## src/hw/rtl/mrc_pkg.sv

```systemverilog
// Shared constants, types and command structures of the MIP ray caster.
`timescale 1ns / 1ps
`default_nettype none
package mrc_pkg;

    localparam int MAX_DIM_DEF = 64;
    localparam int FRAC        = 14;
    localparam int WGT_W       = FRAC + 1;
    localparam int POS_W       = 32;
    localparam int INT_W       = POS_W - FRAC;
    localparam int END_MARGIN  = 5;
    localparam int VAL_W       = 16;
    localparam int STEP_W      = 16;
    localparam int START_W     = 24;
    localparam int COORD_W     = 6;
    localparam int EXT_W       = 7;
    localparam int CFG_A_W     = 2;
    localparam int CFG_D_W     = 16;
    localparam int IN_DATA_W   = 160;
    localparam int OUT_DATA_W  = 16;

    localparam logic [CFG_A_W-1:0] REG_VOL_WIDTH  = 2'd0;
    localparam logic [CFG_A_W-1:0] REG_VOL_LENGTH = 2'd1;
    localparam logic [CFG_A_W-1:0] REG_VOL_HEIGHT = 2'd2;
    localparam logic [CFG_A_W-1:0] REG_MAX_STEPS  = 2'd3;

    localparam logic OP_WRITE = 1'b0;
    localparam logic OP_CAST  = 1'b1;

    typedef struct packed {
        logic       write_vox;
        logic       load;
        logic       advance;
        logic       acc_clr;
        logic       issue;
        logic [2:0] corner;
        logic       take_max;
        logic       finish;
        logic       trunc;
    } t_dp_cmd;

    typedef struct packed {
        logic exit_ray;
        logic at_limit;
        logic in_vol;
    } t_dp_status;

endpackage
`default_nettype wire

```

## src/hw/rtl/mrc_ctrl.sv

```systemverilog
// Controller state machine: item intake, march sequencing and result hand-off.
`timescale 1ns / 1ps
`default_nettype none
module mrc_ctrl (
    input  wire logic                i_clk,
    input  wire logic                i_rst_n,
    input  wire logic                i_s_tvalid,
    input  wire logic                i_op,
    output logic                     o_s_tready,
    output logic                     o_m_tvalid,
    input  wire logic                i_m_tready,
    input  wire mrc_pkg::t_dp_status i_status,
    output mrc_pkg::t_dp_cmd         o_cmd
);
    import mrc_pkg::*;

    typedef enum logic [5:0] {
        S_IDLE   = 6'b000001,
        S_CHECK  = 6'b000010,
        S_ISSUE  = 6'b000100,
        S_DRAIN  = 6'b001000,
        S_UPDATE = 6'b010000,
        S_FINISH = 6'b100000
    } t_state;

    localparam logic [2:0] LAST_CORNER = 3'd7;
    localparam logic [2:0] LAST_DRAIN  = 3'd2;

    t_state     r_state, n_state;
    logic [2:0] r_cnt, n_cnt;
    logic       r_trunc, n_trunc;
    logic       r_out_vld, n_out_vld;
    logic       out_free;

    assign o_s_tready = (r_state == S_IDLE);
    assign o_m_tvalid = r_out_vld;
    assign out_free   = !r_out_vld || i_m_tready;

    always_comb begin
        n_state   = r_state;
        n_cnt     = r_cnt;
        n_trunc   = r_trunc;
        n_out_vld = (r_out_vld && !i_m_tready);
        o_cmd     = '0;
        o_cmd.corner = r_cnt;
        o_cmd.trunc  = r_trunc;
        case (r_state)
            S_IDLE: begin
                if (i_s_tvalid) begin
                    if (i_op == OP_CAST) begin
                        o_cmd.load = 1'b1;
                        n_state    = S_CHECK;
                    end else begin
                        o_cmd.write_vox = 1'b1;
                    end
                end
            end
            S_CHECK: begin
                if (i_status.exit_ray) begin
                    n_trunc = 1'b0;
                    n_state = S_FINISH;
                end else if (i_status.at_limit) begin
                    n_trunc = 1'b1;
                    n_state = S_FINISH;
                end else if (i_status.in_vol) begin
                    o_cmd.acc_clr = 1'b1;
                    n_cnt   = '0;
                    n_state = S_ISSUE;
                end else begin
                    o_cmd.advance = 1'b1;
                end
            end
            S_ISSUE: begin
                o_cmd.issue = 1'b1;
                n_cnt = r_cnt + 1'b1;
                if (r_cnt == LAST_CORNER) begin
                    n_cnt   = '0;
                    n_state = S_DRAIN;
                end
            end
            S_DRAIN: begin
                n_cnt = r_cnt + 1'b1;
                if (r_cnt == LAST_DRAIN) begin
                    n_state = S_UPDATE;
                end
            end
            S_UPDATE: begin
                o_cmd.take_max = 1'b1;
                o_cmd.advance  = 1'b1;
                n_state = S_CHECK;
            end
            S_FINISH: begin
                if (out_free) begin
                    o_cmd.finish = 1'b1;
                    n_out_vld    = 1'b1;
                    n_state      = S_IDLE;
                end
            end
            default: begin
                n_state = S_IDLE;
            end
        endcase
    end

    always_ff @(posedge i_clk) begin
        if (!i_rst_n) begin
            r_state   <= S_IDLE;
            r_cnt     <= '0;
            r_trunc   <= 1'b0;
            r_out_vld <= 1'b0;
        end else begin
            r_state   <= n_state;
            r_cnt     <= n_cnt;
            r_trunc   <= n_trunc;
            r_out_vld <= n_out_vld;
        end
    end
endmodule
`default_nettype wire

```

## config.mk

```make
export PLATFORM = sky130hd
export DESIGN_NAME = mrc_ctrl
export DESIGN_NICKNAME = d
export VERILOG_FILES = /design/src/hw/rtl/mrc_pkg.sv /design/src/hw/rtl/mrc_ctrl.sv
export SDC_FILE = /design/constraint.sdc
export NUM_CORES = 1
export LEC_CHECK = 0
export ABC_AREA = 1
export ABC_CLOCK_PERIOD_IN_PS = 3030
export BUFFER_PORTS_ARGS = -buffer_cell sky130_fd_sc_hd__buf_4
export CORE_AREA = 5 5 49 51
export CTS_CLUSTER_DIAMETER = 100
export CTS_CLUSTER_SIZE = 14
export DETAILED_ROUTE_END_ITERATION = 10
export DIE_AREA = 0 0 54 56
export PLACE_DENSITY_LB_ADDON = 0.1
export SYNTH_ARGS = -nofsm -noshare
export SYNTH_HDL_FRONTEND = slang
export SYNTH_SLANG_ARGS = --single-unit
```

## constraint.sdc

```tcl
create_clock -name i_clk -period 3.03 [get_ports i_clk]
set_clock_uncertainty 0.05 [all_clocks]
set_input_delay 0 -clock i_clk [delete_from_list [all_inputs] [get_ports i_clk]]
set_output_delay 0 -clock i_clk [all_outputs]
set_load 0.005 [all_outputs]
```

==> impl_metrics.yaml <==
worst_setup_path:
  cp_slowest_cell: "dfxtp_1"
  worst-path-buf-inv: 1
  critPathMaxFanout: 6
  critPathRequiredTime_ps: 3180
  crit_chain: "ha_1 -> ha_1 -> inv_1 -> nand4_2 -> nand2_1 -> nor2_4 -> nand3_1 -> a21oi_1"
  ff2ff_setup_slack_ps: 1590
  worstReg2RegStart: "r_cnt[0]"
  crit_path_start_kind: "flip-flop"
  worst_setup_path_end_kind: "flip-flop"
  cp_top_family: "simple AND/OR/NAND/NOR gates"
  cpMostUsedCell: "ha_1"
  cp.arrival_ps: 1590
  max_stage_delay_ps: 400
  crit_type: "flip-flop to flip-flop"
  crit_path_start: "r_cnt[0]"
  reg2reg_to: "r_state[3]"
  r2r_cells: 8
final_layout:
  drive_gt1_frac: 0.320
  area_delta_synth_final_pct: 31.8
  diodes: 0
  fin_cells: 155
  nNetsFinal: 140
power_and_ir_drop:
  power_uw: 586
  combPwrFrac: 0.491
  swShare: 0.423
  p_leak_nw: 0.474
  vdd_drop_max_mv: 0.302
  clockPowerShare: 0.174
  pwr-share-seq: 0.335
  powerDensity_nw_per_um2: 628
  p_sw_uw: 248
  p_int_uw: 338
timing:
  slew_headroom: 0.802
  rsz0062_at_grt: "false"
  drv_slew: 0
  finalSetupViolCount: 0
  worstMarginPinSlew_ps: 297
  min_period_ps: 1440
  max_freq_ghz: 0.693
  fin_crit_sh: 0.476
  hold_viol_final: 0
  setup_tns_ps: 0
global_routing:
  antenna_found_initial: 0
  grt.overflow.total: 0
  grt_max_degree: 9
  grt_use_total: 0.121
  grt_pass1_vias: 667
  grt_first_pass_wirelength_um: 2750
die:
  num_rows: 16
  die_h_um: 56
  die_x_um: 54
  num_io_pins: 21
  start_util: 0.372
  core_area_um2: 1900
  dieArea_um2: 3020
drt:
  wl_um: 1680
  vias: 706
  route.met2.wl_um: 794
  drtIter0Drc: 5
  wl_per_cell_um: 10.8
  via_per_inst: 4.55
  antenna_left: 0
  wl_met3_um: 138
  wl_met1_um: 738
  maxUsedRoutingLayer: "met4"
  drtPass1Iterations: 4
  drcViolationCount: 0
synthesis:
  syn-cell-area_um2: 708
  synth_cell_types: 21
  synth-edff-count: 0
  ys_seq_area_frac: 0.311
  synth_commonest_cells: "inv_1 (19), nand2_1 (16), dfxtp_1 (11)"
  ys_ff_latch: 11
  async_reset_ff_frac: 0
  yosys_warnings: 0
  synth_cells: 103
  synth_area_per_cell_um2: 6.88
  synth_ff_type: "dfxtp_1"
  synthTopCellsByArea: "dfxtp_1 (31%), inv_1 (10%), nand2_1 (8.5%)"
  synth.most_common_cell: "inv_1"
  synth_top_cell_by_area: "dfxtp_1"
  synth_top_area_share: 0.311
  syn-num-nets: 114
cts:
  cts_resized: 0
  numCtsBuffers: 3
  cts_buffer_depth: 2
  cts.sinks: 11
  cts_tree: "yes"
  cts_hold_buf: 3
  cts_setup_buffers: 0
  htree_levels: 1
  clock_latency_ps: 270
  clk_pin_slew_ps: 70
  root_buffer: "clkbuf_4"
place:
  port_buffers: 20
  routabilityCongestion: 0.717
  place_inst: 148
  hpwlAfterDp_um: 1350
worst_hold_path:
  whs_endpoint: "r_state[0]"
  hold_depth: 5
  hold_path_startpoint: "i_status[0]"
  hp-class: "input port to flip-flop"
outcome:
  status: "completed"
run:
  drv_cap: 0
-- registers in the layout, summed over array words and instances (netlist names) --
signal and count:
o_m_tvalid 1, r_cnt 3, r_state 6, r_trunc 1
-- power groups by stage --
stage	registers (mW)	clock network (mW)	logic, mW
6_report	0.196	0.102	0.288
5_1_grt	0.200	0.112	0.321
3_3_place_gp	0.199	0	0.285
3_5_place_dp	0.200	0	0.285
2_1_floorplan	0.196	0	0.204
4_1_cts	0.197	0.104	0.289
-- logic make-up (layout without fill, tap and decap cells) --
logic type	count (synthesis)	after routing	synth area share
AND/OR/NAND/NOR	52	52	0.394
buffers and inverters	24	49	0.138
AO/OA/AOI/OAI	13	13	0.104
flip-flops	11	11	0.311
adder cells (fa/ha/maj)	3	3	0.0530
-- worst max-delay path by stage --
stage                     depth (start not counted)    endpoint  slack [ps]
final                                             8  r_state[3]        1590
after detailed placement                          8  r_state[3]        1600
after global placement                            8  r_state[2]        1650
after floorplan                                   8  r_state[2]        1670
after global routing                              6    o_cmd[8]        1450
after CTS                                         8  r_state[3]        1570
-- worst reg2reg max path, delay by kind of cell (launching register included) --
family,cells,cell delay [ps]
AO/OA/AOI/OAI,1,130
adder cells (fa/ha/maj),2,310
buffers and inverters,1,40
flip-flops,1,400
AND/OR/NAND/NOR,4,460
-- routing by layer --
metal	vias to the layer above	GRT usage
met2	25	0.199
met4	0	0.0427
met1	303	0.139
li1	376	-
met5	-	0
met3	2	0.0429
-- cell type report --
type | instances | area [um^2]
Sequential cell | 11 | 220
Tap cell | 27 | 33.8
Multi-Input combinational cell | 68 | 390
Clock buffer | 4 | 26.3
Timing Repair Buffer | 23 | 180
Inverter | 22 | 82.6
Fill cell | 199 | 968
-- layout by cell type, fill, tap and decap left out --
| master | netlist | layout |
|---|---|---|
| a211oi_1 | 1 | 1 |
| clkbuf_4 | 0 | 3 |
| nor2_4 | 2 | 2 |
| a21oi_2 | 1 | 1 |
| ha_1 | 3 | 3 |
| o21ai_1 | 1 | 1 |
| a21oi_1 | 9 | 9 |
| o211ai_1 | 1 | 1 |
| dfxtp_1 | 11 | 11 |
| nand4_2 | 2 | 2 |
| nor2_2 | 8 | 8 |
| nor3b_1 | 1 | 1 |
| nor3_1 | 2 | 2 |
| nor2_1 | 9 | 9 |
| nand4_1 | 3 | 3 |
| nand3_2 | 1 | 1 |
| dlygate4sd3_1 | 0 | 3 |
| clkbuf_1 | 0 | 1 |
| nand2_2 | 1 | 1 |
| inv_1 | 19 | 19 |
| buf_4 | 2 | 20 |
| nand3_1 | 7 | 7 |
| nand2_1 | 16 | 16 |
| inv_2 | 3 | 3 |
-- stage by stage --
step | setup slack, ps | utilization | cell area [um^2] | hold slack [ps]
6_report | 1590 | 0.491 | 933 | 51.4
3_5_place_dp | 1600 | 0.461 | 877 | 145
5_1_grt | 1450 | 0.491 | 933 | 82.5
2_1_floorplan | 1670 | - | 708 | -16.8
3_3_place_gp | 1650 | 0.461 | 877 | 149
4_1_cts | 1570 | 0.491 | 933 | 57.4
Note: power is estimated with default switching activity, not from simulation.
